===== config.mk =====
export PLATFORM = sky130hd
export DESIGN_NAME = oac_ctrl
export DESIGN_NICKNAME = d
export VERILOG_FILES = /design/src/rtl/oac_pkg.sv /design/src/rtl/oac_ctrl.sv
export SDC_FILE = /design/constraint.sdc
export NUM_CORES = 1
export LEC_CHECK = 0
export BUFFER_PORTS_ARGS = -buffer_cell sky130_fd_sc_hd__buf_2
export CORE_MARGIN = 4
export CORE_UTILIZATION = 40
export DETAILED_ROUTE_END_ITERATION = 6
export PLACE_DENSITY_LB_ADDON = 0.3
export SYNTH_ARGS = -nofsm -noshare
export SYNTH_HDL_FRONTEND = slang
export SYNTH_SLANG_ARGS = --single-unit

===== constraint.sdc =====
create_clock -name clk -period 3.3 [get_ports clk]
set_input_delay 0 -clock clk [delete_from_list [all_inputs] [get_ports clk]]
set_output_delay 0 -clock clk [all_outputs]
set_load 0.05 [all_outputs]

===== src/rtl/oac_pkg.sv =====
// shared types, constants and helpers of the oxygen analyzer
// no dependencies
package oac_pkg;

  localparam int MaxSamples = 255;
  localparam int DivNW = 56;
  localparam int DivDW = 45;
  localparam int DivCntW = $clog2(DivNW);

  localparam logic [1:0] CalOk      = 2'd0;
  localparam logic [1:0] CalWarnLow = 2'd1;
  localparam logic [1:0] CalErrLow  = 2'd2;
  localparam logic [1:0] CalErrHigh = 2'd3;

  localparam logic KindCal  = 1'b0;
  localparam logic KindMeas = 1'b1;

  localparam logic [2:0] RegDebounce  = 3'd0;
  localparam logic [2:0] RegLongPress = 3'd1;
  localparam logic [2:0] RegCalHigh   = 3'd2;
  localparam logic [2:0] RegCalError  = 3'd3;
  localparam logic [2:0] RegCalWarn   = 3'd4;
  localparam logic [2:0] RegCalSamp   = 3'd5;
  localparam logic [2:0] RegMeasSamp  = 3'd6;
  localparam logic [2:0] RegAirOxygen = 3'd7;

  localparam logic [13:0] OxyFull    = 14'd10000;
  localparam logic [13:0] PpoLow     = 14'd14000;
  localparam logic [13:0] PpoHigh    = 14'd16000;
  localparam logic [10:0] ScaleSalt  = 11'd1000;
  localparam logic [10:0] ScaleFresh = 11'd1030;

  typedef struct packed {
    logic [15:0] debounce_ticks;
    logic [15:0] long_press_ticks;
    logic [14:0] cal_high_limit;
    logic [14:0] cal_error_limit;
    logic [14:0] cal_warn_limit;
    logic [7:0]  cal_samples;
    logic [7:0]  meas_samples;
    logic [13:0] air_oxygen;
  } cfg_t;

  typedef enum logic [2:0] {
    RUN_CAL  = 3'b001,
    RUN_MEAS = 3'b010,
    RUN_HALT = 3'b100
  } run_phase_t;

  typedef enum logic [3:0] {
    BTN_RELEASED = 4'b0001,
    BTN_DEBOUNCE = 4'b0010,
    BTN_PRESSED  = 4'b0100,
    BTN_LONG     = 4'b1000
  } btn_phase_t;

  typedef enum logic [3:0] {
    OP_NONE,
    OP_CLEAR,
    OP_ACC,
    OP_MEAN_GO,
    OP_MEAN_TAKE,
    OP_CLASS,
    OP_MUL1,
    OP_MUL2,
    OP_CMP,
    OP_OXY_TAKE,
    OP_DMUL1,
    OP_DSUB,
    OP_DMUL2,
    OP_DDIV_GO,
    OP_DDIV_TAKE,
    OP_LOAD
  } dp_op_t;

  typedef struct packed {
    dp_op_t op;
    logic   meas;
    logic   high_pass;
  } dp_cmd_t;

  typedef struct packed {
    logic run_done;
    logic div_done;
    logic zero_path;
    logic clamp;
    logic class_reliable;
  } dp_stat_t;

  function automatic logic [7:0] run_length(input logic [7:0] cfg_len);
    logic [7:0] len;
    if (cfg_len == '0) begin
      len = 8'd1;
    end else if (32'(cfg_len) > MaxSamples) begin
      len = 8'(MaxSamples);
    end else begin
      len = cfg_len;
    end
    return len;
  endfunction

endpackage


===== src/rtl/oac_ctrl.sv =====
// controller: input handshake, run phase and run-end sequencing, result valid
// depends on oac_pkg
module oac_ctrl import oac_pkg::*; (
  input  logic     clk,
  input  logic     rst,
  input  logic     item_valid,
  input  logic     command,
  input  logic     trigger,
  input  logic     result_stall,
  input  dp_stat_t stat,
  output logic     item_stall,
  output logic     result_valid,
  output dp_cmd_t  cmd
);

  typedef enum logic [13:0] {
    S_IDLE      = 14'b00000000000001,
    S_MEAN_GO   = 14'b00000000000010,
    S_MEAN_WAIT = 14'b00000000000100,
    S_CLASS     = 14'b00000000001000,
    S_MUL1      = 14'b00000000010000,
    S_MUL2      = 14'b00000000100000,
    S_CMP       = 14'b00000001000000,
    S_OXY_WAIT  = 14'b00000010000000,
    S_DMUL1     = 14'b00000100000000,
    S_DSUB      = 14'b00001000000000,
    S_DMUL2     = 14'b00010000000000,
    S_DDIV_GO   = 14'b00100000000000,
    S_DDIV_WAIT = 14'b01000000000000,
    S_OUT       = 14'b10000000000000
  } state_t;

  state_t     state, state_next;
  run_phase_t run_phase, run_phase_next;
  logic       high_pass, high_pass_next;
  logic       result_valid_next;
  logic       accept;

  assign item_stall = state != S_IDLE;
  assign accept     = item_valid && !item_stall;

  always_comb begin
    state_next        = state;
    run_phase_next    = run_phase;
    high_pass_next    = high_pass;
    result_valid_next = result_valid && result_stall;
    cmd.op            = OP_NONE;
    cmd.meas          = run_phase == RUN_MEAS;
    cmd.high_pass     = high_pass;
    unique case (state)
      S_IDLE: begin
        if (accept && !command && trigger) begin
          cmd.op         = OP_CLEAR;
          run_phase_next = RUN_CAL;
        end else if (accept && command && run_phase != RUN_HALT) begin
          cmd.op = OP_ACC;
          if (stat.run_done) begin
            state_next = S_MEAN_GO;
          end
        end
      end
      S_MEAN_GO: begin
        cmd.op     = OP_MEAN_GO;
        state_next = S_MEAN_WAIT;
      end
      S_MEAN_WAIT: begin
        if (stat.div_done) begin
          cmd.op = OP_MEAN_TAKE;
          if (run_phase == RUN_CAL) begin
            state_next = S_CLASS;
          end else if (stat.zero_path) begin
            state_next = S_OUT;
          end else begin
            state_next = S_MUL1;
          end
        end
      end
      S_CLASS: begin
        cmd.op         = OP_CLASS;
        run_phase_next = stat.class_reliable ? RUN_MEAS : RUN_HALT;
        state_next     = S_OUT;
      end
      S_MUL1: begin
        cmd.op         = OP_MUL1;
        high_pass_next = 1'b0;
        state_next     = S_MUL2;
      end
      S_MUL2: begin
        cmd.op     = OP_MUL2;
        state_next = S_CMP;
      end
      S_CMP: begin
        cmd.op     = OP_CMP;
        state_next = stat.clamp ? S_DMUL1 : S_OXY_WAIT;
      end
      S_OXY_WAIT: begin
        if (stat.div_done) begin
          cmd.op     = OP_OXY_TAKE;
          state_next = S_DMUL1;
        end
      end
      S_DMUL1: begin
        cmd.op     = OP_DMUL1;
        state_next = S_DSUB;
      end
      S_DSUB: begin
        cmd.op     = OP_DSUB;
        state_next = S_DMUL2;
      end
      S_DMUL2: begin
        cmd.op     = OP_DMUL2;
        state_next = S_DDIV_GO;
      end
      S_DDIV_GO: begin
        cmd.op     = OP_DDIV_GO;
        state_next = S_DDIV_WAIT;
      end
      S_DDIV_WAIT: begin
        if (stat.div_done) begin
          cmd.op = OP_DDIV_TAKE;
          if (high_pass) begin
            state_next = S_OUT;
          end else begin
            high_pass_next = 1'b1;
            state_next     = S_DMUL1;
          end
        end
      end
      S_OUT: begin
        if (!result_valid || !result_stall) begin
          cmd.op            = OP_LOAD;
          result_valid_next = 1'b1;
          state_next        = S_IDLE;
        end
      end
      default: state_next = S_IDLE;
    endcase
  end

  always_ff @(posedge clk) begin
    if (rst) begin
      state        <= S_IDLE;
      run_phase    <= RUN_CAL;
      high_pass    <= 1'b0;
      result_valid <= 1'b0;
    end else begin
      state        <= state_next;
      run_phase    <= run_phase_next;
      high_pass    <= high_pass_next;
      result_valid <= result_valid_next;
    end
  end

endmodule


# After elaboration in Yosys (flattened, before gate mapping)
# Index checks and enable logic that the tools add are counted.
# totals
register_bits,19
wordCells,72
# classes
eq_ne,26
mux,26
reduce_logical,16
# ops
operator,n
$pmux W14 S14,1
$mux W14,10
$pmux W4 S14,1
$ne A2 B2 Y1 const B,8
$eq A14 B1 Y1 const B,1
$eq A14 B10 Y1 const B,1
$eq A14 B11 Y1 const B,1
$eq A14 B12 Y1 const B,1
$eq A14 B13 Y1 const B,1
$eq A14 B14 Y1 const B,1
$eq A14 B2 Y1 const B,1
$eq A14 B3 Y1 const B,1
$eq A14 B4 Y1 const B,1
$eq A14 B5 Y1 const B,1
$eq A14 B6 Y1 const B,1
$eq A14 B7 Y1 const B,1
$eq A14 B8 Y1 const B,1
$eq A14 B9 Y1 const B,1
$ne A14 B1 Y1 const B,1
$mux W4,3
$mux W3,3
$mux W9,1
$reduce_and A7 Y1,1
$logic_and A1 B1 Y1,6
other kinds (11),19

# Longest topological paths before layout
# Gate-level depths: netlist (run 1).
# logic_depth
depth_word,8
depth_mapped,8

# Worst setup path after synthesis (run 1)
# No wires, ideal clock.
# synth_path
path_kind,register -> output
start,register state[10]
end,output port cmd[3] (netlist name)
arrival_ps,2494
slack_ps,806
path_stages_with_launch,5
path_buffers,1
cell_sequence,dfxtp_1 > clkbuf_1 > nor4_1 > nand4_1 > o2111ai_1
# synth_rtl
element,line,rtl
from (decl),oac_ctrl.sv:33,"state_t state, state_next;"
from (signal assigned),oac_ctrl.sv:147,state <= state_next;
to (decl),oac_ctrl.sv:13,output dp_cmd_t cmd

==> results.cfg, run 1 <==
[critical_path]
crit_family = simple AND/OR/NAND/NOR gates
worst-path-buf-inv = 1
worstSetupPathType = flop to output port
startpoint_type = flop
path_cells = or4_4 -> nor4_4 -> nand2_1 -> and3_1 -> o2111ai_1 -> buf_2
slowest_delay_ns = 0.58
cp.arrival_ns = 2.48
cp_max_fo = 9
ff2ff_setup_slack_ns = 0.96
critPathRequiredTime_ns = 3.30
critPathSlowestCell = or4_4
cp-end-kind = output port

[placement]
pre_cts_ws_ns = 1.02
hpwlAfterDp_microns = 2410
io_buffer_count = 18
placed_cell_area_sq_um = 1260
gp_congestion = 0.945

[grt]
grt_pass1_wl_microns = 5160
grtUsageTotal = 0.163
grt_max_degree = 12
grt_pass1_vias = 1118
antenna_found_initial = 0
gr-total-overflow = 0

[sta]
rsz0062_at_grt = no
fin_crit_ns = 2.48
finalMaxSlewViolations = 0
max_freq_ghz = 0.403
period_share = 0.752
tns_ns = 0
setup_viol = 0
holdWs_ns = 0.0472
hold_viol = 0
tightest_slew_ns = 0.493
setup_ws_ns = 0.820
skew_ns = 0.00973
max_slew_margin = 0.669

[pwr]
pwr_density_cell_nw_per_um2 = 481
power.leakage_nw = 0.527
vdd_drop_max_mv = 0.192
power.total_uw = 645

[finish]
mostFrequentLayoutCell = nor2_1
n_fill_cell = 286
antenna_cells = 0
syn_to_final_growth_pct = 11.9
final_area_sq_um = 1340
drive_above_1_share = 0.186
final_cell_mix = 21 x nor2_1, 19 x dfxtp_1, 18 x buf_2
layout.nets = 179

[clocking]
clkTransAtPathRegs_ns = 0.12
clockBufferDepth = 2
cts_tree = built
clk_latency_ns = 0.31
post_cts_resized = 0
cts_root_buf = clkbuf_4
h-tree-depth = 1
numCtsBuffers = 3
clkSinkCount = 19

[logic_synthesis]
avgSynthCellArea_sq_um = 8.00
synth_largest_type_area_fraction = 0.317
seq_area_frac_synth = 0.317
synth_nets = 161
ys_ff_latch = 19
ys.flop_type = dfxtp_1
synth_edf_count = 0
post_synth_main_area_contributors = dfxtp_1 32%, nor2_1 6.6%, nand2_1 5.3%, nand4b_1 4.4%, a21oi_1 4.2%
syn_inst = 150
synth.cell_area_sq_um = 1200
async_reset_ff_frac = 0
synth.distinct_cells = 42
yosys_warnings = 0
yosysTopAreaCell = dfxtp_1

[floorplan]
fp.dieW_microns = 62.8
io_pins = 19
fp-row-count = 19
die_area_sq_um = 3940
die_h_microns = 62.8
coreArea_sq_um = 2810
start_util = 0.428

[routing]
drt_iter0_markers = 63
vias = 1205
ant_nets = 0
wl_per_cell_microns = 15.6
drc = 0
drt-pass1-iter-count = 4
via_per_inst = 6.09
wirelength_microns = 3100

[run_status]
status = complete, no violations

[min_path]
hold_path_class = input pin to flop

[job]
maxCapViolCount = 0
-- flip-flops by register name (all words and copies together) (netlist names) --
register	count
result_valid	1
run_phase	3
high_pass	1
state	14
-- area by class of cell --
cell class	count	area, sq um	share of cell area
Clock buffer	3	22.5	0.0168
Sequential cell	19	380	0.283
Tap cell	31	38.8	0.0289
Clock inverter	1	5.00	0.00373
Inverter	2	7.51	0.00559
Multi-Input combinational cell	119	748	0.557
Timing Repair Buffer	23	140	0.104
-- routing by layer --
layer,wire [microns],vias to the layer above,global-route usage
met4,74,0,0.0744
met3,215,9,0.0306
li1,-,584,-
met5,0,-,0
met2,1430,51,0.253
met1,1380,561,0.216
-- final timing paths --
path                               end                   start  depth (start not counted)
max reg2reg      state[3]$_SDFFE_PP0P_   state[2]$_SDFFE_PP0P_                          6
min reg2reg     high_pass$_SDFFE_PP0P_  high_pass$_SDFFE_PP0P_                          2
min          run_phase[0]$_SDFFE_PP1P_                 command                          3
max                             cmd[3]   state[2]$_SDFFE_PP0P_                          6
-- worst register-to-register path, delay by kind of cell (launching register included) --
family,cells,cell delay [ns]
compound gates,2,0.39
simple gates,4,1.43
flops,1,0.41
-- kinds of logic (layout without fill, tap and decap cells) --
kind of cell | count (synthesis) | count (layout) | synth area share
flip-flops | 19 | 19 | 0.317
XOR/XNOR | 5 | 5 | 0.0365
buffers and inverters | 12 | 29 | 0.0594
AO/OA/AOI/OAI | 21 | 21 | 0.131
AND/OR/NAND/NOR | 93 | 93 | 0.456
-- where the power goes --
group | leakage [nW] | total (mW) | internal [mW] | switching, mW
combinational | 0.356 | 0.264 | 0.0834 | 0.180
clock | 0.0177 | 0.126 | 0.0453 | 0.0805
sequential | 0.153 | 0.256 | 0.240 | 0.0157
total | 0.527 | 0.645 | 0.369 | 0.276
-- timing repair --
action,4_1_cts,5_1_grt
buffers inserted,0,0
hold buffers,5,0
endpoints found under the hold margin,9,0
-- synth_stat cells, drive strengths merged, types with 2 or more instances --
| master | instances |
|---|---|
| a21oi | 10 |
| and3 | 4 |
| buf | 7 |
| clkbuf | 3 |
| dfxtp | 19 |
| inv | 2 |
| nand2 | 17 |
| nand2b | 2 |
| nand3 | 10 |
| nand4 | 5 |
| nand4b | 6 |
| nor2 | 21 |
| nor2b | 2 |
| nor3 | 9 |
| nor4 | 4 |
| nor4b | 3 |
| o2111ai | 2 |
| o211ai | 2 |
| or2 | 2 |
| or4 | 3 |
| xor2 | 4 |
-- through the flow --
step | std cells | utilization
5_1_grt | 198 | 0.479
6_report | 198 | 0.479
3_3_place_gp | 189 | 0.451
2_1_floorplan | 150 | -
3_5_place_dp | 189 | 0.451
4_1_cts | 198 | 0.479
Note: power is estimated with default switching activity, not from simulation.
==> run 2: changes to the inputs <==
==> constraint.sdc (replaced) <==
create_clock -name clk -period 2.1 [get_ports clk]
set_input_delay 0 -clock clk [delete_from_list [all_inputs] [get_ports clk]]
set_output_delay 0 -clock clk [all_outputs]
set_load 0.05 [all_outputs]
==> results.cfg, run 2 (synthesis gave the netlist of run 1 again) <==
[sta]
rsz0062_at_grt = yes
setup_ws_ns = -0.160
period_share = 1.08
hold_viol = 0
tightest_slew_ns = 0.691
fin_crit_ns = 2.26
max_slew_margin = 0.536
max_freq_ghz = 0.443
skew_ns = 0.00561
finalMaxSlewViolations = 0
tns_ns = -2.12
setup_viol = 19

[grt]
grt_max_degree = 11
gr-total-overflow = 0
grt_pass1_wl_microns = 5790
grtUsageTotal = 0.182
grt_pass1_vias = 1241
antenna_found_initial = 0

[critical_path]
worstSetupPathType = flop to output port
crit_family = simple AND/OR/NAND/NOR gates
startpoint = state[4]$_SDFFE_PP0P_
path_cells = or4_4 -> buf_6 -> nor4_4 -> nand2_1 -> and3_4 -> o2111ai_2 -> buf_6
worst-path-buf-inv = 2
cp-end-kind = output port
cp_max_fo = 4
startpoint_type = flop
cp.arrival_ns = 2.26
critPathRequiredTime_ns = 2.10
path_common_cell = buf_6
ff2ff_setup_slack_ns = -0.14
reg2reg_from = state[4]$_SDFFE_PP0P_
slowest_delay_ns = 0.59
critPathSlowestCell = or4_4

[placement]
pre_cts_ws_ns = -0.0332
io_buffer_count = 18
dp.cells = 206
gp_congestion = 0.997
hpwlAfterDp_microns = 2620

[routing]
via_per_inst = 5.87
drc = 0
ant_nets = 0
drt_iter0_markers = 146
vias = 1327
wl_per_cell_microns = 16.4
drt-pass1-iter-count = 5
wirelength_microns = 3700

[clocking]
h-tree-depth = 1
cts_root_buf = clkbuf_4
cts_tree = built
clkTransAtPathRegs_ns = 0.11
clockBufferDepth = 2
numCtsBuffers = 3
clk_latency_ns = 0.30
clkSinkCount = 19

[run_status]
violations = setup timing
status = finished, violations left

[floorplan]
start_util = 0.428
io_pins = 19
coreArea_sq_um = 2810
die_h_microns = 62.8
fp-row-count = 19
fp.dieW_microns = 62.8
die_area_sq_um = 3940

[pwr]
vdd_drop_max_mv = 0.616
power.total_mw = 1.27
pwr_density_cell_nw_per_um2 = 747
power.leakage_nw = 0.705

[job]
maxCapViolCount = 0

[min_path]
hold_path_class = input pin to flop
min_from = stat[0]

[finish]
layout.nets = 207
largest_register_ffs = 14
final_cells = 226
syn_to_final_growth_pct = 41.3
final_cell_mix = 27 x buf_4, 17 x nor2_1, 17 x dfxtp_1
mostFrequentLayoutCell = buf_4
drive_above_1_share = 0.415
antenna_cells = 0
largest_register = state
reg_top3 = state x14, run_phase x3
run 2: cell count changes in the layout (fill, tap and decap cells not counted), moves of 3 or more:
| cell | before | now |
|---|---|---|
| nor2_2 | 0 | 4 |
| buf_2 | 18 | 14 |
| nor2_1 | 21 | 17 |
| buf_4 | 0 | 27 |
| buf_6 | 0 | 6 |
| nor4b_1 | 3 | 0 |
| nor4b_2 | 0 | 3 |
run 2: path summary, 6_finish.rpt:
kind / end / cells after the start
setup / recovery: cmd[3] / 7
hold / removal: run_phase[2]$_SDFFE_PP0P_ / 4
setup reg to reg: state[4]$_SDFFE_PP0P_ / 8
hold reg to reg: high_pass$_SDFFE_PP0P_ / 2
run 2: cell type report:
class	instances	area (sq um)
Inverter	2	7.51
Tap cell	31	38.8
Clock buffer	4	26.3
Fill cell	259	1110
Multi-Input combinational cell	119	860
Timing Repair Buffer	51	380
Sequential cell	19	383
run 2: power by group:
part	switching [mW]	leakage (nW)	internal (mW)
Combinational	0.394	0.535	0.297
Clock	0.116	0.0150	0.0741
Sequential	0.00903	0.154	0.377
run 2: what timing repair did:
item,CTS,global route
setup endpoints to repair,7,20
hold buffers,4,0
buffers inserted,4,8
pin swaps,3,11
hold endpoints to repair,7,0
gates resized for setup,12,19
gates cloned,0,0
run 2: through the flow:
stage | util | cell area, sq um | hold WS [ns]
6_report | 0.604 | 1700 | 0.00520
5_1_grt | 0.604 | 1700 | 0.0172
4_1_cts | 0.551 | 1550 | 0.00209
3_5_place_dp | 0.504 | 1410 | 0.218
3_3_place_gp | 0.504 | 1410 | 0.223
2_1_floorplan | - | 1230 | 0.0764
run 2: per-layer routing:
| layer | GRT usage | share of wire |
|---|---|---|
| met4 | 0.0689 | 0.036 |
| met1 | 0.232 | 0.42 |
| met5 | 0 | 0 |
| met3 | 0.0486 | 0.076 |
| met2 | 0.293 | 0.47 |
run 2: worst min-delay path, cell delays in order:
cell     delay, ns
buf_2         0.09
nor2_1        0.04
a21oi_1       0.10
nor2_1        0.04
