--- config.mk ---
export PLATFORM = sky130hd
export DESIGN_NAME = oac_button
export DESIGN_NICKNAME = d
export VERILOG_FILES = /design/src/rtl/oac_pkg.sv /design/src/rtl/oac_button.sv
export SDC_FILE = /design/constraint.sdc
export NUM_CORES = 1
export LEC_CHECK = 0
export ABC_AREA = 1
export BUFFER_PORTS_ARGS = -buffer_cell sky130_fd_sc_hd__buf_2
export CAP_MARGIN = 5
export CORE_UTILIZATION = 48
export DETAILED_ROUTE_END_ITERATION = 8
export GPL_ROUTABILITY_DRIVEN = 0
export GPL_TIMING_DRIVEN = 0
export PLACE_DENSITY = 0.92
export SLEW_MARGIN = 20
export SYNTH_ARGS = -nofsm -noshare
export SYNTH_HDL_FRONTEND = slang
export SYNTH_SLANG_ARGS = --single-unit
--- constraint.sdc ---
create_clock -name clk -period 4.1 [get_ports clk]
set_clock_uncertainty 0.15 [all_clocks]
set_input_delay 0.82 -clock clk [delete_from_list [all_inputs] [get_ports clk]]
set_output_delay 0.82 -clock clk [all_outputs]
set_load 0.01 [all_outputs]
--- src/rtl/oac_pkg.sv ---
// shared types, constants and helpers of the oxygen analyzer
// no dependencies
package oac_pkg;

  localparam int MaxSamples = 255;
  localparam int DivNW = 56;
  localparam int DivDW = 45;
  localparam int DivCntW = $clog2(DivNW);

  localparam logic [1:0] CalOk      = 2'd0;
  localparam logic [1:0] CalWarnLow = 2'd1;
  localparam logic [1:0] CalErrLow  = 2'd2;
  localparam logic [1:0] CalErrHigh = 2'd3;

  localparam logic KindCal  = 1'b0;
  localparam logic KindMeas = 1'b1;

  localparam logic [2:0] RegDebounce  = 3'd0;
  localparam logic [2:0] RegLongPress = 3'd1;
  localparam logic [2:0] RegCalHigh   = 3'd2;
  localparam logic [2:0] RegCalError  = 3'd3;
  localparam logic [2:0] RegCalWarn   = 3'd4;
  localparam logic [2:0] RegCalSamp   = 3'd5;
  localparam logic [2:0] RegMeasSamp  = 3'd6;
  localparam logic [2:0] RegAirOxygen = 3'd7;

  localparam logic [13:0] OxyFull    = 14'd10000;
  localparam logic [13:0] PpoLow     = 14'd14000;
  localparam logic [13:0] PpoHigh    = 14'd16000;
  localparam logic [10:0] ScaleSalt  = 11'd1000;
  localparam logic [10:0] ScaleFresh = 11'd1030;

  typedef struct packed {
    logic [15:0] debounce_ticks;
    logic [15:0] long_press_ticks;
    logic [14:0] cal_high_limit;
    logic [14:0] cal_error_limit;
    logic [14:0] cal_warn_limit;
    logic [7:0]  cal_samples;
    logic [7:0]  meas_samples;
    logic [13:0] air_oxygen;
  } cfg_t;

  typedef enum logic [2:0] {
    RUN_CAL  = 3'b001,
    RUN_MEAS = 3'b010,
    RUN_HALT = 3'b100
  } run_phase_t;

  typedef enum logic [3:0] {
    BTN_RELEASED = 4'b0001,
    BTN_DEBOUNCE = 4'b0010,
    BTN_PRESSED  = 4'b0100,
    BTN_LONG     = 4'b1000
  } btn_phase_t;

  typedef enum logic [3:0] {
    OP_NONE,
    OP_CLEAR,
    OP_ACC,
    OP_MEAN_GO,
    OP_MEAN_TAKE,
    OP_CLASS,
    OP_MUL1,
    OP_MUL2,
    OP_CMP,
    OP_OXY_TAKE,
    OP_DMUL1,
    OP_DSUB,
    OP_DMUL2,
    OP_DDIV_GO,
    OP_DDIV_TAKE,
    OP_LOAD
  } dp_op_t;

  typedef struct packed {
    dp_op_t op;
    logic   meas;
    logic   high_pass;
  } dp_cmd_t;

  typedef struct packed {
    logic run_done;
    logic div_done;
    logic zero_path;
    logic clamp;
    logic class_reliable;
  } dp_stat_t;

  function automatic logic [7:0] run_length(input logic [7:0] cfg_len);
    logic [7:0] len;
    if (cfg_len == '0) begin
      len = 8'd1;
    end else if (32'(cfg_len) > MaxSamples) begin
      len = 8'(MaxSamples);
    end else begin
      len = cfg_len;
    end
    return len;
  endfunction

endpackage

--- src/rtl/oac_button.sv ---
// button debouncer: short press toggles water scale, long press triggers recalibration
// depends on oac_pkg
module oac_button import oac_pkg::*; (
  input  logic clk,
  input  logic rst,
  input  cfg_t cfg,
  input  logic tick,
  input  logic pressed,
  output logic water_select,
  output logic trigger
);

  btn_phase_t  phase, phase_next;
  logic [15:0] timer, timer_next;
  logic [15:0] timer_inc;
  logic        water_next;

  assign timer_inc = (timer == 16'hFFFF) ? timer : timer + 16'd1;

  always_comb begin
    phase_next = phase;
    timer_next = timer;
    water_next = water_select;
    trigger    = 1'b0;
    if (tick) begin
      unique case (phase)
        BTN_RELEASED: begin
          if (pressed) begin
            phase_next = BTN_DEBOUNCE;
            timer_next = '0;
          end
        end
        BTN_DEBOUNCE: begin
          if (!pressed) begin
            phase_next = BTN_RELEASED;
          end else if (timer_inc > cfg.debounce_ticks) begin
            phase_next = BTN_PRESSED;
            timer_next = '0;
          end else begin
            timer_next = timer_inc;
          end
        end
        BTN_PRESSED: begin
          if (!pressed) begin
            water_next = ~water_select;
            phase_next = BTN_RELEASED;
          end else begin
            timer_next = timer_inc;
            if (timer_inc > cfg.long_press_ticks) begin
              trigger    = 1'b1;
              phase_next = BTN_LONG;
            end
          end
        end
        BTN_LONG: begin
          if (!pressed) begin
            phase_next = BTN_RELEASED;
          end
        end
        default: phase_next = BTN_RELEASED;
      endcase
    end
  end

  always_ff @(posedge clk) begin
    if (rst) begin
      phase        <= BTN_RELEASED;
      timer        <= '0;
      water_select <= 1'b0;
    end else begin
      phase        <= phase_next;
      timer        <= timer_next;
      water_select <= water_next;
    end
  end

endmodule

Yosys cells after proc, flatten, opt, wreduce, memory -nomap -nowiden
Cells that the tools add are included.
{"block": "word_totals", "reg_bits": 21, "output_inout_bits": 2, "word_cells": 40, "inputBits": 111}
{"block": "op_classes", "n_reduce_logical": 4, "n_eq_ne": 11, "muxes": 17, "bitwise_logic": 2, "addsub": 1, "order_cmp": 2}
{"cell": "$mux 16", "n": 5}
{"cell": "$pmux 16 s3", "n": 1}
{"cell": "$gt 16x16->1", "n": 2}
{"cell": "$mux 4", "n": 6}
{"cell": "$add 16x1->16 const B", "n": 1}
{"cell": "$eq 16x16->1 const B", "n": 1}
{"cell": "$pmux 4 s4", "n": 1}
{"cell": "$reduce_and 5->1", "n": 2}
{"cell": "$ne 2x2->1 const B", "n": 4}
{"cell": "$ne 3x3->1 const B", "n": 2}
{"cell": "$eq 4x1->1 const B", "n": 1}
{"cell": "$eq 4x2->1 const B", "n": 1}
{"cell": "$eq 4x3->1 const B", "n": 1}
{"cell": "$eq 4x4->1 const B", "n": 1}
{"cell": "$mux 1", "n": 4}
{"cell": "$reduce_and 3->1", "n": 1}
{"cell": "$reduce_bool 3->1", "n": 1}
{"cell": "$not 1->1", "n": 2}

Depth between registers and ports, before layout
Gate-level depths: netlist of the first run.
{"block": "depth", "ltp_word": 7, "ltp_mapped": 23, "mapped_depth_nobuf": 23}

Worst setup path before layout of the first run
OpenSTA, ideal clock, no wires.
{"block": "synth_timing", "path_type": "register to output", "from": "register timer[0]", "to": "output port trigger", "arrival_time_ps": 2571, "path_stages_with_launch": 22, "setup_slack_ps": 559, "n_path_buf": 0, "required_ps": 3130, "cell_sequence": "dfxtp_1 > ha_1 > nand3_2 > nor3_4 > nand3_2 > nor2_4 > inv_2 > nor2_1 > nor2_1 > ha_1 > inv_1 > o21bai_1 > nand2_1 > nand2_1 > nand2_1 > nand2_1 > nand2_1 > nand2_1 > nand2_1 > nand2_1 > nand3_1 > nor2_1"}
{"block": "synth_via", "elab_chain_len": 7, "word_cells_on_any_way": 8, "classes_between": "1 x add/sub; 1 x order compare; 1 x eq/ne; 5 x mux"}
{"item": "start, declared", "line": "oac_button.sv:14", "text": "logic [15:0] timer, timer_next;"}
{"item": "start signal, assigned", "line": "oac_button.sv:72", "text": "timer <= timer_next;"}
{"item": "$add 16x1->16 or $eq 16x16->1 (tied branches)", "line": "oac_button.sv:18", "text": "assign timer_inc = (timer == 16'hFFFF) ? timer : timer + 16'd1;"}
{"item": "$mux 16 *", "line": "oac_button.sv:18"}
{"item": "$gt 16x16->1 *", "line": "oac_button.sv:49", "text": "if (timer_inc > cfg.long_press_ticks) begin"}
{"item": "$mux 1 *", "line": "oac_button.sv:49"}
{"item": "$mux 1 *", "line": "oac_button.sv:44", "text": "if (!pressed) begin"}
{"item": "$mux 1 *", "line": "oac_button.sv:26", "text": "unique case (phase)"}
{"item": "$mux 1 *", "line": "oac_button.sv:25", "text": "if (tick) begin"}
{"item": "end, declared", "line": "oac_button.sv:10", "text": "output logic trigger"}
Every way passes the cells marked *; elsewhere a longest branch is shown, timed or not.

Worst setup path in the final report of the first run
Same ends and word-level chain as after synthesis.

==> metrics, run 1 <==
Design Area, Final=0.00294 mm2; Post-CTS Hold Buffers=0; Via density=5.23; CP Data Arrival Time=3.02 ns; DR iter-0 viols=216; CP top delay family=simple AND/OR/NAND/NOR gates; io pins=113; global route total overflow=0; Clock Path Buffers=2; Hold WC Path Type=reg -> reg; worst-path maximum fanout=5; vias in the first global route=2233; MaxCap Viol Count=0; Peak VDD IR=141 uV; leak pwr=1.49 nW; fmax=250 MHz; wire length of the first global-routing pass=9540 um; Worst slew margin=0.702; crit start category=flip-flop; worst reg2reg path depth=21; Die Area=0.00534 mm2; Die W=73.1 um; Initial DRT Pass Iterations=5; DR vias=2447; Layout Nets=546; Worst path slowest cell=dfxtp_4; mean area per synthesized cell=7.05 um2; Critical Path, Cell by Cell=ha_4 > nand3_4 > nor3_4 > nand3_2 > buf_4 > xor2_1 > nand2_4 > ha_1 > nand4_1 > nor3_2 > nand2_1 > nand2_1 > nand2_1 > nand2_2 > nand3_2 > nor2_2 > buf_2; Syn. warnings=0; Placed Area=0.00269 mm2; Area Growth Syn to Fin=21.3%; Crit Path Class=reg -> out; Netlist cell types=39; DR WL/cell=13.4 um; Clock Latency Late Sink=0.27 ns; Syn Inst Count=344; Pwr Total=0.699 mW; Die H=73.1 um; pre-CTS WS=0.00155 ns; Final min period=3.99 ns; Buf/Inv on CP=2; core box area=0.00479 mm2; Site Rows=25; CTS sink count=21; WL final=6280 um; RSZ-0062 raised after global routing=yes; largest net degree at the start of global routing=13; initial antenna violation count=0; Worst path depth=17; Port Buffers=37; power density over the cells=238 mW/mm2; endpoints failing setup=0; CP required=3.13 ns; TNS Setup=0 ns; DRC=0; CTS buffer count=3; Crit path largest cell delay=0.38 ns; final worst path period share=0.974; sequential share of the synthesized area=0.173; root buffer cell=clkbuf_8; Least-Margin Pin Slew=0.447 ns; crit path capture type=output pin; Fin. Hold Viols=0; worst reg2reg path endpoint=timer[1]; Tot GR Track Use=0.225; clk slew on worst S/H paths=0.09 ns; Final HPWL DP=4680 um; crit path launch=timer[0]; CP dominant cell by count=nand2_1; diodes inserted=0; CP endpoint=trigger; H-tree lvl count=1; max-slew violation count=0; Mapped Nets=488; worst r2r src=timer[0]; Netlist Area Pre-Place=0.00242 mm2; PnR worst setup slack=0.106 ns; # fillers=420; Hold Startpoint=water_select; flop2flop setup slack=0.72 ns; Synth Register Bits=21; post-route ant nets=0; outcome=finished clean; Starting Density=0.507; proportion of layout cells with a drive suffix above 1=0.317; CTS tree=done
routing by layer:
layer,vias up,GRT usage,share of wire
li1,1242,-,-
met1,1100,0.288,0.45
met2,101,0.402,0.49
met3,4,0.0359,0.053
met4,0,0.0305,0.0094
met5,-,0,0
worst register-to-register path: cells and delay by family (launching register included):
family | cells | cell delay, ns
and+or+nand+nor | 10 | 1.23
DFF | 1 | 0.38
adders and majority gates | 2 | 0.39
buffers and inverters | 6 | 0.76
AOI/OAI and AO/OA | 3 | 0.39
cells by family (layout without fill, tap and decap cells):
family / after synthesis / count (layout) / synth area share
buffers and inverters: 73 / 130 / 0.127
AO/OA/AOI/OAI: 62 / 62 / 0.168
flip-flops: 21 / 21 / 0.173
AND/OR/NAND/NOR: 147 / 147 / 0.332
XOR/XNOR: 8 / 8 / 0.0289
adder cells (fa/ha/maj): 33 / 33 / 0.170
synth_stat cells, drive strengths merged:
cell type / n / area share
ha: 33 / 0.17
dfxtp: 21 / 0.17
a21oi: 32 / 0.080
clkinv: 1 / 0.0015
nor4: 2 / 0.0052
nor2: 33 / 0.062
nand2: 65 / 0.13
nand4: 7 / 0.018
nor3: 7 / 0.021
a211oi: 1 / 0.0052
or2: 1 / 0.0026
o21a: 2 / 0.0062
inv: 64 / 0.099
a21o: 1 / 0.0031
clkbuf: 2 / 0.0031
nand3b: 1 / 0.0031
a31oi: 1 / 0.0026
xnor2: 1 / 0.0036
nand3: 31 / 0.092
o21bai: 1 / 0.0031
buf: 6 / 0.023
xor2: 7 / 0.025
o21ai: 24 / 0.068
report_power, final:
| group | switching, mW | total [mW] | internal [mW] |
|---|---|---|---|
| Clock | 0.0734 | 0.141 | 0.0678 |
| Sequential | 0.0307 | 0.258 | 0.227 |
| Combinational | 0.179 | 0.300 | 0.121 |
metrics by stage:
stage                     hold WS (ns)  cells   util
after detailed placement         0.309    448  0.563
final                            0.318    468  0.615
after global placement           0.299    448  0.563
after global routing             0.362    468  0.615
after CTS                        0.324    457  0.587
after floorplan                  0.316    344      -
placed cells by master, fill, tap and decap left out, types with 2 or more instances in the layout:
cell type / netlist / layout
nand2_2: 2 / 7
o21a_1: 2 / 2
nor3_2: 1 / 3
inv_1: 61 / 61
o21ai_1: 6 / 7
buf_2: 2 / 39
xor2_1: 7 / 6
nand2_1: 56 / 51
clkbuf_8: 0 / 3
dfxtp_4: 0 / 2
dfxtp_1: 21 / 17
nand4_1: 7 / 7
inv_2: 3 / 4
nor2_1: 28 / 25
nand2_4: 6 / 6
o21ai_4: 4 / 4
ha_1: 33 / 32
a21oi_2: 9 / 10
nor3_1: 5 / 3
buf_4: 2 / 18
nor2_2: 2 / 4
nand3_2: 11 / 11
a21oi_1: 23 / 22
o21ai_0: 14 / 13
nor2_4: 3 / 4
dfxtp_2: 0 / 2
nand3_4: 1 / 2
nand3_1: 19 / 18
clkbuf_1: 2 / 2
nor4_1: 2 / 2
sequential cells by signal, indices dropped and copies added (netlist names):
signal and count:
water_select 1, timer 16, phase 4
final cells by class:
type / instances / area [um2] / share of cell area
timing repair buffer: 53 / 305 / 0.104
multi-input combinational: 250 / 1770 / 0.601
clock inverter: 1 / 5.00 / 0.00170
clock buffer: 3 / 41.3 / 0.0140
tap: 67 / 83.8 / 0.0285
inverter: 65 / 244 / 0.0829
sequential: 21 / 430 / 0.146
buffer: 8 / 63.8 / 0.0217
how the worst min path moves through the flow:
stage | end | slack [ns] | cells past startpoint
2_1_floorplan | phase[0] | 0.32 | 2
3_3_place_gp | water_select | 0.30 | 2
3_5_place_dp | water_select | 0.31 | 2
4_1_cts | water_select | 0.32 | 2
5_1_grt | water_select | 0.36 | 2
6_report | water_select | 0.32 | 2
what timing repair did:
item | 4_1_cts | 5_1_grt
setup endpoints to repair | 1 | 1
pin swaps | 9 | 11
resized for setup | 9 | 16
setup buffers | 5 | 11
Power figures use the tool's default switching activity.
==> run 2, diff against run 1 <==
Settings changed: CORE_ASPECT_RATIO set to 0.6, TNS_END_PERCENT set to 1.
==> metrics, run 2 (synthesis gave the netlist of run 1 again) <==
outcome=finished clean; Die W=93.8 um; clk slew on worst S/H paths=0.08 ns; Tot GR Track Use=0.244; worst reg2reg path depth=16; proportion of layout cells with a drive suffix above 1=0.328; worst-path maximum fanout=4; power density over the cells=236 mW/mm2; CTS tree=done; worst reg2reg path endpoint=timer[1]; Die Area=0.00535 mm2; initial antenna violation count=0; # fillers=411; vias in the first global route=2338; pre-CTS WS=0.0329 ns; endpoints failing setup=0; Final min period=4.01 ns; core box area=0.00471 mm2; root buffer cell=clkbuf_8; most frequent cells in the layout=inv_1 (60), nand2_1 (51), buf_2 (39); MaxCap Viol Count=0; Layout Nets=544; WHS Endpoint=water_select; CTS buffer count=3; max-slew violation count=0; post-route ant nets=0; Area Growth Syn to Fin=22.9%; Fin. Hold Viols=0; RSZ-0062 raised after global routing=yes; CTS sink count=21; H-tree lvl count=1; biggest regs=timer: 16 flops, phase: 4 flops, water_select: 1 flops; hold slack=0.324 ns; Hold WC Path Type=reg -> reg; diodes inserted=0; global route total overflow=0; DR iter-0 viols=100; Starting Density=0.515; io pins=113; crit path capture type=output pin; Clock Latency Late Sink=0.26 ns; final worst path period share=0.978; Post-CTS Hold Buffers=0; Worst slew margin=0.701; PnR worst setup slack=0.0905 ns; crit start category=flip-flop; DR vias=2446; Hold Startpoint=water_select; DRC=0; Final HPWL DP=4870 um; Largest register FFs=16; Peak VDD IR=219 uV; met2 GRT Util=0.426; WL final=6220 um; commonest non-fill, non-tap cell in the layout=inv_1; worst r2r src=timer[1]; flop2flop setup slack=0.92 ns; Die H=57.1 um; Least-Margin Pin Slew=0.448 ns; leak pwr=1.48 nW; Initial DRT Pass Iterations=5; Crit Path Class=reg -> out; M1 GR Usage=0.320; CP required=3.13 ns; Worst Hold Depth=2; Via density=5.29; Clock Path Buffers=2; Site Rows=19; wire length of the first global-routing pass=10300 um; TNS Setup=0 ns; GRT met3 Usage=0.0427; DR WL/cell=13.5 um; gr busiest metal=met2; Top reg by flops=timer; Port Buffers=37; fmax=249 MHz; largest net degree at the start of global routing=13; CP Data Arrival Time=3.04 ns
-- run 2: critical path, stage by stage, from the launching register on --
cell and delay [ns]:
dfxtp_4 0.38, ha_4 0.15, nand3_4 0.09, nor3_4 0.19, nand2_2 0.12, nor2_4 0.17, nand2_1 0.10, nor3_2 0.19
nor2_2 0.10, ha_4 0.27, nand2_1 0.05, o21ai_0 0.26, nor2_1 0.12, nand2_2 0.12, nand2_2 0.06, nand2_2 0.08
nand3_2 0.08, nor2_1 0.11, buf_2 0.13
-- run 2: worst max-delay path by stage --
stage,start,endpoint,cells past startpoint
after floorplan,timer[0],trigger,21
after global placement,timer[0],trigger,18
after detailed placement,timer[0],trigger,18
after CTS,timer[1],trigger,20
after global routing,timer[1],trigger,18
final,timer[1],trigger,18
-- run 2: metal layers --
layer	wire [um]	vias to the layer above
met1	2900	1128
met4	99	0
li1	-	1228
met5	0	-
met3	281	12
met2	2940	78
-- run 2: final cells by class --
| cell class | count | area, um2 | share of cell area |
|---|---|---|---|
| multi-input combinational | 250 | 1830 | 0.613 |
| sequential | 21 | 432 | 0.145 |
| timing repair buffer | 51 | 290 | 0.0974 |
| inverter | 65 | 244 | 0.0819 |
| tap | 63 | 78.8 | 0.0264 |
| buffer | 8 | 63.8 | 0.0214 |
| clock buffer | 3 | 41.3 | 0.0139 |
| clock inverter | 1 | 5.00 | 0.00168 |
-- run 2: through the flow --
stage               total power [mW]  cell area (um2)  instances   util
detailed placement             0.534             2690        444  0.571
global placement               0.514             2690        444  0.571
CTS                            0.681             2790        450  0.594
floorplan                      0.457             2420        344      -
global route                   0.758             2980        462  0.633
finish                         0.703             2980        462  0.633
-- run 2: power breakdown --
| part | switching (mW) | leakage (nW) | internal [mW] |
|---|---|---|---|
| sequential | 0.0303 | 0.175 | 0.227 |
| combinational | 0.186 | 1.28 | 0.125 |
| clock | 0.0676 | 0.0255 | 0.0677 |
-- run 2: timing repair --
item | CTS | global route
resized for setup | 12 | 21
buffers inserted | 2 | 12
pin swaps | 8 | 20
setup endpoints to repair | 1 | 1
==> run 3, diff against run 2 <==
Settings changed: REMOVE_ABC_BUFFERS set to 1.
==> metrics, run 3 (synthesis gave the netlist of run 1 again) <==
proportion of layout cells with a drive suffix above 1=0.323; Least-Margin Pin Slew=0.794 ns; M1 GR Usage=0.312; Area Growth Syn to Fin=22.8%; core box area=0.00471 mm2; Pwr Total=0.711 mW; Largest register FFs=16; leak pwr=1.49 nW; WHS Endpoint=water_select; root buffer cell=clkbuf_8; global route total overflow=0; Peak VDD IR=272 uV; DRC=0; Clock Latency Late Sink=0.27 ns; flop2flop setup slack=0.78 ns; fmax=244 MHz; Hold Startpoint=water_select; power density over the cells=239 mW/mm2; DR iter-0 viols=205; Layout Nets=541; clk slew on worst S/H paths=0.09 ns; commonest non-fill, non-tap cell in the layout=inv_1; Final min period=4.09 ns; CTS sink count=21; wire length of the first global-routing pass=10400 um; DR WL/cell=14.2 um; biggest regs=timer: 16 flops, phase: 4 flops, water_select: 1 flops; most frequent cells in the layout=inv_1 (61), nand2_1 (50), buf_2 (37); Crit Path Class=reg -> out; Die W=93.8 um; Die H=57.1 um; area occupied by multi-input gates=0.00183 mm2; Starting Density=0.515; FF/Latch Area=430 um2; Die Area=0.00535 mm2; DR vias=2509; vias in the first global route=2390; outcome=finished clean; # fillers=393; io pins=113; Top reg by flops=timer; H-tree lvl count=1; CP required=3.13 ns; gr busiest metal=met2; post-route ant nets=0; Worst slew margin=0.470; max-slew violation count=0; MaxCap Viol Count=0; worst r2r src=timer[1]; CTS buffer count=3; Worst Hold Depth=2; crit start category=flip-flop; final worst path period share=0.999; CTS tree=done; Clock Path Buffers=2; crit path capture type=output pin; GRT met3 Usage=0.0520; Site Rows=19; Initial DRT Pass Iterations=5; Via density=5.47; initial antenna violation count=0; WL final=6540 um; Fin. Hold Viols=0; RSZ-0062 raised after global routing=yes; worst reg2reg path endpoint=phase[3]; worst-path maximum fanout=5; Hold WC Path Type=reg -> reg; Port Buffers=37; CP Data Arrival Time=3.12 ns; Inst Count DP=436; largest net degree at the start of global routing=33; diodes inserted=0; Cell Count, Final, Fillers Out=459; endpoints failing setup=0; Tot GR Track Use=0.246; met2 GRT Util=0.413; worst reg2reg path depth=19; Final HPWL DP=4560 um
-- run 3: cell count changes in the layout (fill, tap and decap cells not counted), sizes merged --
| cell | delta |
|---|---|
| clkbuf | -2 |
| buf | -1 |
-- run 3: how the worst max path moves through the flow --
stage / startpoint / endpoint / slack (ns)
6_report: timer[1] / trigger / 0.005
5_1_grt: timer[1] / trigger / -0.19
4_1_cts: timer[0] / trigger / 0.02
3_5_place_dp: timer[0] / trigger / -0.20
3_3_place_gp: timer[0] / trigger / -0.07
2_1_floorplan: timer[0] / trigger / 0.38
-- run 3: per-layer routing --
| metal | part of all wire | vias to the layer above |
|---|---|---|
| met5 | 0 | - |
| met4 | 0.026 | 0 |
| met3 | 0.099 | 23 |
| met2 | 0.46 | 136 |
| met1 | 0.42 | 1118 |
| li1 | - | 1232 |
-- run 3: per-stage QoR --
| stage | TNS [ns] | util | setup slack (ns) | hold slack, ns | instance area [um2] |
|---|---|---|---|---|---|
| after floorplan | 0 | - | 0.382 | 0.316 | 2360 |
| after global placement | -0.0670 | 0.558 | -0.0670 | 0.297 | 2630 |
| after detailed placement | -0.201 | 0.558 | -0.201 | 0.321 | 2630 |
| after CTS | 0 | 0.606 | 0.0197 | 0.334 | 2850 |
| after global routing | -0.193 | 0.632 | -0.193 | 0.386 | 2980 |
| final | 0 | 0.632 | 0.00502 | 0.336 | 2980 |
-- run 3: final cells by class --
class	instances	share of cell area
multi-input combinational	250	0.613
inverter	65	0.0845
sequential	21	0.145
clock inverter	1	0.00168
clock buffer	3	0.0139
timing repair buffer	56	0.116
tap	63	0.0265
-- run 3: worst max-delay path: stages, from the launching register on --
cell and delay (ns):
dfxtp_4 0.39, ha_4 0.17, nand3_4 0.09, nor3_4 0.21, nand2_2 0.13, nor2_4 0.17
buf_4 0.12, a31oi_1 0.08, nor2_2 0.23, ha_1 0.28, nand2_2 0.11, nor2_1 0.08
a21oi_2 0.21, nand2_1 0.08, nand2_1 0.12, nand2_4 0.10, nand3_4 0.11, nor2_2 0.04
buf_2 0.13
-- run 3: repair_timing --
item | 4_1_cts | 5_1_grt
setup buffers | 9 | 10
hold buffers | 0 | 0
pin swaps | 6 | 15
gates cloned | 0 | 0
endpoints found under the setup margin | 1 | 1
gates resized for setup | 27 | 12
-- run 3: power breakdown --
group          internal (mW)  switching, mW
Sequential             0.227         0.0315
Clock                 0.0681         0.0818
Combinational          0.118          0.185
